File: config.mk
export PLATFORM = sky130hd
export DESIGN_NAME = mini_c_lexer_top
export DESIGN_NICKNAME = d
export VERILOG_FILES = /design/src/hw/rtl/mcl_pkg.sv /design/src/hw/rtl/mcl_result_fifo.sv /design/src/hw/rtl/mini_c_lexer_top.sv
export SDC_FILE = /design/constraint.sdc
export NUM_CORES = 1
export LEC_CHECK = 0
export BUFFER_PORTS_ARGS = -buffer_cell sky130_fd_sc_hd__buf_4
export CORE_ASPECT_RATIO = 0.7
export CORE_MARGIN = 1
export CORE_UTILIZATION = 30
export DETAILED_ROUTE_END_ITERATION = 16
export GPL_TIMING_DRIVEN = 0
export SYNTH_ARGS = -nofsm -noshare
export SYNTH_HDL_FRONTEND = slang
export SYNTH_HIERARCHICAL = 1
export SYNTH_SLANG_ARGS = --single-unit
export TNS_END_PERCENT = 5
File: constraint.sdc
create_clock -name clk_i -period 5 [get_ports clk_i]
set_input_delay 0.25 -clock clk_i [delete_from_list [all_inputs] [get_ports clk_i]]
set_output_delay 0.25 -clock clk_i [all_outputs]
set_load 0.01 [all_outputs]
File: src/hw/rtl/mcl_pkg.sv
`timescale 1ns / 1ps
// ----------------------------------------------------------------------------
// mcl_pkg
// shared types, character codes and classification helpers for the lexer
// ----------------------------------------------------------------------------
package mcl_pkg;

  localparam int FIFO_PTR_BITS = 2;
  localparam int FIFO_DEPTH    = 1 << FIFO_PTR_BITS;

  typedef enum logic [2:0] {
    KIND_INT    = 3'd0,
    KIND_RETURN = 3'd1,
    KIND_IDENT  = 3'd2,
    KIND_NUMBER = 3'd3,
    KIND_SYMBOL = 3'd4,
    KIND_EOF    = 3'd5,
    KIND_ERROR  = 3'd6
  } kind_e;

  typedef enum logic [7:0] {
    MODE_IDLE   = 8'b0000_0001,
    MODE_IDENT  = 8'b0000_0010,
    MODE_NUMBER = 8'b0000_0100,
    MODE_SLASH  = 8'b0000_1000,
    MODE_LINE   = 8'b0001_0000,
    MODE_BLOCK  = 8'b0010_0000,
    MODE_STAR   = 8'b0100_0000,
    MODE_HALT   = 8'b1000_0000
  } mode_e;

  typedef enum logic [1:0] {
    KW_NONE   = 2'd0,
    KW_INT    = 2'd1,
    KW_RETURN = 2'd2
  } kw_e;

  typedef struct packed {
    logic one;
    logic two;
  } push_t;

  localparam logic [7:0] CH_NL    = 8'd10;
  localparam logic [7:0] CH_SPACE = 8'd32;
  localparam logic [7:0] CH_TAB   = 8'd9;
  localparam logic [7:0] CH_CR    = 8'd13;
  localparam logic [7:0] CH_SLASH = 8'h2f;
  localparam logic [7:0] CH_STAR  = 8'h2a;
  localparam logic [7:0] CH_ZERO  = 8'h30;
  localparam logic [7:0] CH_NINE  = 8'h39;
  localparam logic [7:0] CH_PLUS  = 8'h2b;
  localparam logic [7:0] CH_MINUS = 8'h2d;
  localparam logic [7:0] CH_EQ    = 8'h3d;
  localparam logic [7:0] CH_SEMI  = 8'h3b;
  localparam logic [7:0] CH_COMMA = 8'h2c;
  localparam logic [7:0] CH_LPAR  = 8'h28;
  localparam logic [7:0] CH_RPAR  = 8'h29;
  localparam logic [7:0] CH_LBRC  = 8'h7b;
  localparam logic [7:0] CH_RBRC  = 8'h7d;
  localparam logic [7:0] CH_I     = 8'h69;
  localparam logic [7:0] CH_N     = 8'h6e;
  localparam logic [7:0] CH_T     = 8'h74;
  localparam logic [7:0] CH_R     = 8'h72;
  localparam logic [7:0] CH_E     = 8'h65;
  localparam logic [7:0] CH_U     = 8'h75;

  function automatic logic is_letter(input logic [7:0] c);
    return (c >= 8'h61 && c <= 8'h7a) || (c >= 8'h41 && c <= 8'h5a);
  endfunction

  function automatic logic is_digit(input logic [7:0] c);
    return c >= CH_ZERO && c <= CH_NINE;
  endfunction

  function automatic logic is_space(input logic [7:0] c);
    return c == CH_SPACE || (c >= CH_TAB && c <= CH_CR);
  endfunction

  function automatic logic is_symbol(input logic [7:0] c);
    return c == CH_STAR || c == CH_PLUS || c == CH_MINUS || c == CH_EQ ||
           c == CH_SEMI || c == CH_COMMA || c == CH_LPAR || c == CH_RPAR ||
           c == CH_LBRC || c == CH_RBRC;
  endfunction

endpackage

File: src/hw/rtl/mcl_result_fifo.sv
`timescale 1ns / 1ps
// ----------------------------------------------------------------------------
// mcl_result_fifo
// small token queue taking up to two entries per cycle, one out per transfer
// ----------------------------------------------------------------------------
module mcl_result_fifo #(
  parameter int DATA_BITS = 8
) (
  input  logic                 clk_i,
  input  logic                 rst_ni,
  input  mcl_pkg::push_t       push_i,
  input  logic [DATA_BITS-1:0] data_a_i,
  input  logic [DATA_BITS-1:0] data_b_i,
  output logic                 busy_o,
  output logic                 valid_o,
  input  logic                 pop_i,
  output logic [DATA_BITS-1:0] data_o
);

  logic [DATA_BITS-1:0]             mem_q [mcl_pkg::FIFO_DEPTH];
  logic [mcl_pkg::FIFO_PTR_BITS-1:0] wr_ptr_q, wr_ptr_d, rd_ptr_q, rd_ptr_d;
  logic [mcl_pkg::FIFO_PTR_BITS:0]   count_q, count_d;
  logic [mcl_pkg::FIFO_PTR_BITS-1:0] wr_next;
  logic                              pop;

  assign pop     = pop_i & valid_o;
  assign wr_next = wr_ptr_q + 1'b1;

  always_comb begin
    wr_ptr_d = wr_ptr_q;
    if (push_i.two) begin
      wr_ptr_d = wr_ptr_q + 2'd2;
    end else if (push_i.one) begin
      wr_ptr_d = wr_next;
    end
    rd_ptr_d = pop ? rd_ptr_q + 1'b1 : rd_ptr_q;
    count_d  = count_q
             + {{mcl_pkg::FIFO_PTR_BITS{1'b0}}, push_i.one}
             + {{mcl_pkg::FIFO_PTR_BITS{1'b0}}, push_i.two}
             - {{mcl_pkg::FIFO_PTR_BITS{1'b0}}, pop};
  end

  always_ff @(posedge clk_i or negedge rst_ni) begin
    if (!rst_ni) begin
      wr_ptr_q <= '0;
      rd_ptr_q <= '0;
      count_q  <= '0;
    end else begin
      wr_ptr_q <= wr_ptr_d;
      rd_ptr_q <= rd_ptr_d;
      count_q  <= count_d;
    end
  end

  always_ff @(posedge clk_i) begin
    if (push_i.one) begin
      mem_q[wr_ptr_q] <= data_a_i;
    end
    if (push_i.two) begin
      mem_q[wr_next] <= data_b_i;
    end
  end

  // keep room for two entries before taking another byte
  assign busy_o  = count_q > (mcl_pkg::FIFO_PTR_BITS + 1)'(mcl_pkg::FIFO_DEPTH - 2);
  assign valid_o = count_q != '0;
  assign data_o  = mem_q[rd_ptr_q];

endmodule

File: src/hw/rtl/mini_c_lexer_top.sv
`timescale 1ns / 1ps
// ----------------------------------------------------------------------------
// mini_c_lexer_top
// streaming scanner for a small c subset, one source byte per transfer
// ----------------------------------------------------------------------------
// Input channel: one source byte (ch_i) per transfer, or an end_of_input_i
// marker that flushes the pending token and emits an end-of-file token.
// Output channel: one token per transfer with kind, symbol or offending byte,
// number value, start offset, length, line, and last on the final token that
// a byte causes. Whitespace and both comment styles produce nothing.
// Throughput: one byte per cycle while the queue has room. The scanner state
// updates in the accepting cycle and the tokens are written into a four-entry
// queue, from whose head they are offered. A byte that ends one token and forms
// another gives two tokens; the queue drains one per cycle unless the output
// stalls, so a stream of such bytes runs at the output rate. The input stalls
// while the queue has no room for two tokens.
// Output stall holds the head token and backs up into the input stall.
// Reset empties the queue and returns the scanner to idle at offset and
// line zero. After an error token or end of file the scanner takes bytes
// but emits nothing until reset.
// ----------------------------------------------------------------------------
module mini_c_lexer_top #(
  parameter int POSITION_BITS = 16,
  parameter int NUMBER_BITS   = 32,
  parameter int LENGTH_BITS   = 8
) (
  input  logic                     clk_i,
  input  logic                     rst_ni,
  input  logic                     in_valid_i,
  output logic                     in_stall_o,
  input  logic [7:0]               ch_i,
  input  logic                     end_of_input_i,
  output logic                     out_valid_o,
  input  logic                     out_stall_i,
  output logic [2:0]               kind_o,
  output logic [7:0]               symbol_char_o,
  output logic [NUMBER_BITS-1:0]   number_value_o,
  output logic [POSITION_BITS-1:0] token_start_o,
  output logic [LENGTH_BITS-1:0]   token_length_o,
  output logic [POSITION_BITS-1:0] line_number_o,
  output logic                     last_o
);

  typedef struct packed {
    mcl_pkg::kind_e           kind;
    logic [7:0]               sym;
    logic [NUMBER_BITS-1:0]   val;
    logic [POSITION_BITS-1:0] start;
    logic [LENGTH_BITS-1:0]   len;
    logic [POSITION_BITS-1:0] line;
    logic                     last;
  } rec_t;

  localparam int RecBits = $bits(rec_t);

  mcl_pkg::mode_e           mode_q, mode_d;
  mcl_pkg::kw_e             kw_q, kw_d;
  logic [NUMBER_BITS-1:0]   acc_q, acc_d;
  logic [LENGTH_BITS-1:0]   plen_q, plen_d;
  logic [POSITION_BITS-1:0] pstart_q, pstart_d;
  logic [POSITION_BITS-1:0] pos_q, pos_d;
  logic [POSITION_BITS-1:0] line_q, line_d;

  logic                     accept;
  logic                     fifo_busy;
  mcl_pkg::push_t           push;
  rec_t                     rec_a, rec_b, rec_out;
  logic [RecBits-1:0]       fifo_out;

  rec_t                     flush_rec, fresh_rec, sec_rec;
  logic                     flush_v, fresh_emit, sec_v, first_v;
  logic                     do_flush, do_fresh;
  mcl_pkg::mode_e           fresh_mode;
  mcl_pkg::kw_e             fresh_kw;
  logic                     fresh_pending, fresh_nl;
  logic                     kw_ok;
  logic [NUMBER_BITS+3:0]   acc_x10;
  logic [7:0]               c;

  assign c      = ch_i;
  assign accept = in_valid_i & ~in_stall_o;

  // pending token at the moment it is ended
  always_comb begin
    flush_rec      = '0;
    flush_rec.line = line_q;
    flush_rec.start = pstart_q;
    flush_rec.len  = plen_q;
    flush_v        = 1'b0;
    flush_rec.kind = mcl_pkg::KIND_IDENT;
    case (mode_q)
      mcl_pkg::MODE_IDENT: begin
        flush_v = 1'b1;
        if (kw_q == mcl_pkg::KW_INT && plen_q == LENGTH_BITS'(3)) begin
          flush_rec.kind = mcl_pkg::KIND_INT;
        end else if (kw_q == mcl_pkg::KW_RETURN && plen_q == LENGTH_BITS'(6)) begin
          flush_rec.kind = mcl_pkg::KIND_RETURN;
        end
      end
      mcl_pkg::MODE_NUMBER: begin
        flush_v        = 1'b1;
        flush_rec.kind = mcl_pkg::KIND_NUMBER;
        flush_rec.val  = acc_q;
      end
      mcl_pkg::MODE_SLASH: begin
        flush_v        = 1'b1;
        flush_rec.kind = mcl_pkg::KIND_SYMBOL;
        flush_rec.sym  = mcl_pkg::CH_SLASH;
        flush_rec.len  = LENGTH_BITS'(1);
      end
      default: begin
        flush_v = 1'b0;
      end
    endcase
  end

  // byte scanned from idle
  always_comb begin
    fresh_rec       = '0;
    fresh_rec.kind  = mcl_pkg::KIND_SYMBOL;
    fresh_rec.start = pos_q;
    fresh_rec.len   = LENGTH_BITS'(1);
    fresh_rec.line  = line_q;
    fresh_emit      = 1'b0;
    fresh_mode      = mcl_pkg::MODE_IDLE;
    fresh_pending   = 1'b0;
    fresh_nl        = 1'b0;
    fresh_kw        = mcl_pkg::KW_NONE;
    if (c == mcl_pkg::CH_I) begin
      fresh_kw = mcl_pkg::KW_INT;
    end else if (c == mcl_pkg::CH_R) begin
      fresh_kw = mcl_pkg::KW_RETURN;
    end
    if (mcl_pkg::is_space(c)) begin
      fresh_nl = c == mcl_pkg::CH_NL;
    end else if (mcl_pkg::is_letter(c)) begin
      fresh_mode    = mcl_pkg::MODE_IDENT;
      fresh_pending = 1'b1;
    end else if (c == mcl_pkg::CH_ZERO) begin
      fresh_emit     = 1'b1;
      fresh_rec.kind = mcl_pkg::KIND_NUMBER;
    end else if (mcl_pkg::is_digit(c)) begin
      fresh_mode    = mcl_pkg::MODE_NUMBER;
      fresh_pending = 1'b1;
    end else if (c == mcl_pkg::CH_SLASH) begin
      fresh_mode    = mcl_pkg::MODE_SLASH;
      fresh_pending = 1'b1;
    end else if (mcl_pkg::is_symbol(c)) begin
      fresh_emit    = 1'b1;
      fresh_rec.sym = c;
    end else begin
      fresh_emit     = 1'b1;
      fresh_rec.kind = mcl_pkg::KIND_ERROR;
      fresh_rec.sym  = c;
      fresh_mode     = mcl_pkg::MODE_HALT;
    end
  end

  // keyword still possible after this byte
  always_comb begin
    kw_ok = 1'b0;
    if (kw_q == mcl_pkg::KW_INT) begin
      kw_ok = (plen_q == LENGTH_BITS'(0) && c == mcl_pkg::CH_I) ||
              (plen_q == LENGTH_BITS'(1) && c == mcl_pkg::CH_N) ||
              (plen_q == LENGTH_BITS'(2) && c == mcl_pkg::CH_T);
    end else if (kw_q == mcl_pkg::KW_RETURN) begin
      kw_ok = (plen_q == LENGTH_BITS'(0) && c == mcl_pkg::CH_R) ||
              (plen_q == LENGTH_BITS'(1) && c == mcl_pkg::CH_E) ||
              (plen_q == LENGTH_BITS'(2) && c == mcl_pkg::CH_T) ||
              (plen_q == LENGTH_BITS'(3) && c == mcl_pkg::CH_U) ||
              (plen_q == LENGTH_BITS'(4) && c == mcl_pkg::CH_R) ||
              (plen_q == LENGTH_BITS'(5) && c == mcl_pkg::CH_N);
    end
  end

  assign acc_x10 = ({4'b0, acc_q} << 3) + ({4'b0, acc_q} << 1)
                 + (NUMBER_BITS + 4)'(c[3:0]);

  always_comb begin
    mode_d   = mode_q;
    kw_d     = kw_q;
    acc_d    = acc_q;
    plen_d   = plen_q;
    pstart_d = pstart_q;
    pos_d    = pos_q;
    line_d   = line_q;
    do_flush = 1'b0;
    do_fresh = 1'b0;
    if (accept && mode_q != mcl_pkg::MODE_HALT) begin
      if (end_of_input_i) begin
        do_flush = 1'b1;
        mode_d   = mcl_pkg::MODE_HALT;
      end else begin
        case (mode_q)
          mcl_pkg::MODE_IDENT: begin
            if (mcl_pkg::is_letter(c) || mcl_pkg::is_digit(c)) begin
              if (!kw_ok) begin
                kw_d = mcl_pkg::KW_NONE;
              end
              plen_d = (plen_q == '1) ? plen_q : plen_q + 1'b1;
            end else begin
              do_flush = 1'b1;
              do_fresh = 1'b1;
            end
          end
          mcl_pkg::MODE_NUMBER: begin
            if (mcl_pkg::is_digit(c)) begin
              acc_d  = (acc_x10[NUMBER_BITS+3:NUMBER_BITS] != 4'd0) ? '1
                     : acc_x10[NUMBER_BITS-1:0];
              plen_d = (plen_q == '1) ? plen_q : plen_q + 1'b1;
            end else begin
              do_flush = 1'b1;
              do_fresh = 1'b1;
            end
          end
          mcl_pkg::MODE_SLASH: begin
            if (c == mcl_pkg::CH_SLASH) begin
              mode_d = mcl_pkg::MODE_LINE;
            end else if (c == mcl_pkg::CH_STAR) begin
              mode_d = mcl_pkg::MODE_BLOCK;
            end else begin
              do_flush = 1'b1;
              do_fresh = 1'b1;
            end
          end
          mcl_pkg::MODE_LINE: begin
            if (c == mcl_pkg::CH_NL) begin
              line_d = (line_q == '1) ? line_q : line_q + 1'b1;
              mode_d = mcl_pkg::MODE_IDLE;
            end
          end
          mcl_pkg::MODE_BLOCK, mcl_pkg::MODE_STAR: begin
            if (mode_q == mcl_pkg::MODE_STAR && c == mcl_pkg::CH_SLASH) begin
              mode_d = mcl_pkg::MODE_IDLE;
            end else if (c == mcl_pkg::CH_STAR) begin
              mode_d = mcl_pkg::MODE_STAR;
            end else begin
              if (c == mcl_pkg::CH_NL) begin
                line_d = (line_q == '1) ? line_q : line_q + 1'b1;
              end
              mode_d = mcl_pkg::MODE_BLOCK;
            end
          end
          default: begin
            do_fresh = 1'b1;
          end
        endcase
        if (do_fresh) begin
          mode_d = fresh_mode;
          if (fresh_pending) begin
            pstart_d = pos_q;
            plen_d   = LENGTH_BITS'(1);
            kw_d     = fresh_kw;
            acc_d    = NUMBER_BITS'(c[3:0]);
          end
          if (fresh_nl) begin
            line_d = (line_q == '1) ? line_q : line_q + 1'b1;
          end
        end
        pos_d = (pos_q == '1) ? pos_q : pos_q + 1'b1;
      end
    end
  end

  // end-of-file token takes the second slot behind a flushed token, else the first
  always_comb begin
    sec_rec = fresh_rec;
    sec_v   = do_fresh & fresh_emit;
    if (accept && end_of_input_i && mode_q != mcl_pkg::MODE_HALT) begin
      sec_rec       = '0;
      sec_rec.kind  = mcl_pkg::KIND_EOF;
      sec_rec.start = pos_q;
      sec_rec.line  = line_q;
      sec_v         = 1'b1;
    end
    first_v  = do_flush & flush_v;
    rec_a    = first_v ? flush_rec : sec_rec;
    rec_b    = sec_rec;
    push.one = first_v | sec_v;
    push.two = first_v & sec_v;
    rec_a.last = ~push.two;
    rec_b.last = 1'b1;
  end

  always_ff @(posedge clk_i or negedge rst_ni) begin
    if (!rst_ni) begin
      mode_q   <= mcl_pkg::MODE_IDLE;
      kw_q     <= mcl_pkg::KW_NONE;
      acc_q    <= '0;
      plen_q   <= '0;
      pstart_q <= '0;
      pos_q    <= '0;
      line_q   <= '0;
    end else begin
      mode_q   <= mode_d;
      kw_q     <= kw_d;
      acc_q    <= acc_d;
      plen_q   <= plen_d;
      pstart_q <= pstart_d;
      pos_q    <= pos_d;
      line_q   <= line_d;
    end
  end

  mcl_result_fifo #(
    .DATA_BITS(RecBits)
  ) u_result_fifo (
    .clk_i   (clk_i),
    .rst_ni  (rst_ni),
    .push_i  (push),
    .data_a_i(rec_a),
    .data_b_i(rec_b),
    .busy_o  (fifo_busy),
    .valid_o (out_valid_o),
    .pop_i   (~out_stall_i),
    .data_o  (fifo_out)
  );

  assign in_stall_o     = fifo_busy;
  assign rec_out        = rec_t'(fifo_out);
  assign kind_o         = rec_out.kind;
  assign symbol_char_o  = rec_out.sym;
  assign number_value_o = rec_out.val;
  assign token_start_o  = rec_out.start;
  assign token_length_o = rec_out.len;
  assign line_number_o  = rec_out.line;
  assign last_o         = rec_out.last;

`ifndef SYNTHESIS
  a_halt_sticky: assert property (@(posedge clk_i) disable iff (!rst_ni)
    mode_q == mcl_pkg::MODE_HALT |=> mode_q == mcl_pkg::MODE_HALT)
    else $error("scanner left halt without reset");

  a_eof_halts: assert property (@(posedge clk_i) disable iff (!rst_ni)
    accept && end_of_input_i |=> mode_q == mcl_pkg::MODE_HALT)
    else $error("end of input did not halt the scanner");

  a_line_monotonic: assert property (@(posedge clk_i) disable iff (!rst_ni)
    1'b1 |=> line_q >= $past(line_q))
    else $error("line counter went backwards");

  a_pos_monotonic: assert property (@(posedge clk_i) disable iff (!rst_ni)
    1'b1 |=> pos_q >= $past(pos_q))
    else $error("byte offset went backwards");
`endif

endmodule
==> flow_summary.toml <==
[yosys]
yosysTopAreaCell = "edfxtp_1"
seq_area_frac_synth = 0.518
ys_top_cells_by_area = "edfxtp_1 41%, mux2_2 16%, dfrtp_1 11%"
synthSimpleGateAreaFrac = 0.0867
synth.distinct_cells = 82
synthXorXnorAreaFrac = 0.0221
synthAdderAreaFrac = 0.0419
synth_compound_area_frac = 0.0651
avgSynthCellArea_um2 = 13.4
syn_area_um2 = 24600
synth_cells = 1826
async_flop_share = 0.238
synth_top_family_by_area = "multiplexers"
synth_top_flop_cell = "edfxtp_1"
synth-seq-cells = 441
synth_edf_count = 336
synth_mux_area_frac = 0.234
yosys_warnings = 6
synth_top_area_share = 0.411

[route]
met1Wirelength_um = 30700
routed-wl-met2_um = 29000
vias_per_cell = 5.00
drt_iter0_markers = 1245
vias = 16217
post_drt_wl_per_cell_um = 20.0
drc_errors = 0
wirelength_um = 65000
ant_nets = 0
wl_met3_um = 3850
first_pass_iters = 7
highest_layer = "met5"

[die]
core_area_um2 = 80800
die_area_um2 = 83000
rows = 87
die_x_um = 344
dieHeight_um = 241
ios = 99
initial_core_util = 0.304

[setup_path]
crit_buf_inv = 5
worstSetupStartpointType = "register"
crit_arrival_ns = 4.95
crit_family = "simple AND/OR/NAND/NOR gates"
critical_path_class = "register to register"
critPathMaxFanout = 84
cp_cell_sequence = "buf_6 -> nor3_4 -> and4b_1 -> o21ai_0 -> a21oi_1 -> nor3_1 -> or3_1 -> clkbuf_1 -> buf_2 -> nor2_4 -> nand2_1 -> buf_2 -> buf_6 -> nand2_8"
max_stage_delay_ns = 0.59
cp.required_ns = 5.21
cpMaxStageDelayCell = "nand2_8"
cp-end-kind = "register"

[sta]
skew_ns = 0.0300
tightest_slew_ns = 1.26
period_share = 0.949
hold_viol = 0
fmax_ghz = 0.211
setup_slack_ns = 0.257
drv_slew = 0
fin_crit_ns = 4.74
whs_ns = 0.0757
rsz0062_at_grt = "false"
maxSlewHeadroom = 0.150
finalSetupViolations = 0

[grt]
grt_pass1_vias = 16508
grt_remaining_overflow = 0
grt_max_degree = 89
antenna_found_initial = 6
grt_usage = 0.155
grt_pass1_wl_um = 98800

[final_layout]
final_cell_area_um2 = 28900
utilization = 0.358
final_nets = 2229
layout-drive-gt1-share = 0.317
synthToLayoutAreaGrowth_pct = 17.9
final_cells = 3244

[place]
postPlaceCellArea_um2 = 27400
preCtsSetupSlack_ns = -0.445
dp_hpwl_um = 44600
port_buffers = 96
routabilityCongestion = 0.887
dp_cells = 3153

[cts]
cts_tree = "yes"
cts-htree-levels = 2
cts_max_path_buffers = 3
insertion_delay_ns = 0.60
clk_transition_reported_paths_ns = 0.06
cts_made_buffers = 47
cts-root-buf = "clkbuf_16"
clkSinkCount = 441

[power_and_ir_drop]
p_per_area_nw_per_um2 = 397
vdd_drop_max_mv = 0.264
power.leakage_nw = 11.8

[run_status]
status = "completed"

[worst_hold_path]
holdCritPathClass = "input port to async pin"

[run]
cap_violations = 0
==> worst paths after layout <==
kind                        startpoint                    endpoint  slack, ns  cells past startpoint
min                             rst_ni    u_result_fifo/count_q[2]       0.08                      2
max reg2reg                  mode_q[4]  u_result_fifo/mem_q[0][56]       0.26                     14
max                          mode_q[4]  u_result_fifo/mem_q[0][56]       0.26                     14
min reg2reg                pstart_q[6]                 pstart_q[6]       0.48                      2
min in group clk_i             ch_i[1]                    acc_q[1]       0.11                      3
max in group asynchronous       rst_ni                    acc_q[9]       4.14                      3
==> registers in the layout (all words and copies together) (netlist names), 3 cells and up <==
signal and flops:
acc_q 32, line_q 16, mode_q 8, plen_q 8, pos_q 16, pstart_q 16, u_result_fifo/count_q 3, u_result_fifo/mem_q 336
==> logic make-up (layout without fill, tap and decap cells) <==
logic type | after synthesis | count (layout)
AO/OA/AOI/OAI | 256 | 256
XOR/XNOR | 62 | 62
adder cells (fa/ha/maj) | 80 | 80
buffers and inverters | 131 | 321
flip-flops | 441 | 441
multiplexers | 427 | 427
other | 2 | 161
AND/OR/NAND/NOR | 427 | 428
==> power breakdown <==
part           switching [mW]  internal (mW)
sequential              0.164           4.31
combinational            1.95           1.63
clock                    1.46           1.97
==> cells in the mapped netlist (all sizes together) (5+ instances only) <==
| cell type | number |
|---|---|
| nand2b | 10 |
| mux4 | 84 |
| and2 | 13 |
| nor4b | 5 |
| o211ai | 11 |
| or3 | 5 |
| buf | 71 |
| clkbuf | 37 |
| dfrtp | 104 |
| xor2 | 31 |
| nor3 | 22 |
| and3 | 57 |
| ha | 75 |
| a21oi | 82 |
| nand4 | 18 |
| o31ai | 10 |
| a211oi | 7 |
| a21o | 11 |
| inv | 23 |
| o21ai | 78 |
| mux2 | 339 |
| o21a | 5 |
| nor2b | 9 |
| xnor2 | 31 |
| a31oi | 17 |
| a21boi | 5 |
| nand2 | 177 |
| edfxtp | 336 |
| nor2 | 54 |
| nand3 | 31 |
==> timing repair <==
item / 4_1_cts / 5_1_grt
cloned: 0 / 1
pin swaps: 0 / 1
endpoints found under the hold margin: 105 / 0
hold buffers: 2 / 0
setup endpoints to repair: 285 / 239
gates resized for setup: 4 / 4
buffers inserted: 0 / 0
==> area by class of cell <==
type	instances	area, µm²
Buffer	108	692
Clock buffer	68	1350
Fill cell	7802	51800
Antenna cell	1	2.50
Multi-Input combinational cell	1413	11700
Clock inverter	19	155
Timing Repair Buffer	103	867
Sequential cell	441	12700
Tap cell	1068	1340
Inverter	23	86.3
==> layout by cell type, fill, tap and decap left out, types with 33 or more instances in the layout <==
| cell | Yosys | final |
|---|---|---|
| clkbuf_16 | 0 | 48 |
| nand2_1 | 176 | 172 |
| edfxtp_1 | 336 | 336 |
| and3_1 | 57 | 57 |
| buf_4 | 1 | 96 |
| a21oi_1 | 78 | 78 |
| mux4_2 | 84 | 84 |
| conb_1 | 2 | 160 |
| buf_2 | 33 | 34 |
| o21ai_0 | 74 | 74 |
| ha_1 | 75 | 75 |
| mux2_2 | 339 | 339 |
| dfrtp_1 | 104 | 104 |
| clkbuf_1 | 37 | 49 |
| buf_6 | 32 | 33 |
| nor2_1 | 53 | 52 |
==> metal layers <==
metal  track usage  vias up
met4        0.0375       10
met2         0.241      443
li1              -     7482
met5             0        -
met3        0.0324      107
met1         0.220     8175
==> per-stage QoR <==
stage | power [mW] | TNS (ns)
floorplan | 6.66 | -90.96
global placement | 8.16 | -1013.49
detailed placement | 8.20 | -67.81
CTS | 11.7 | 0
global route | 12.1 | 0
finish | 11.5 | 0
(Power assumes the default switching activity.)
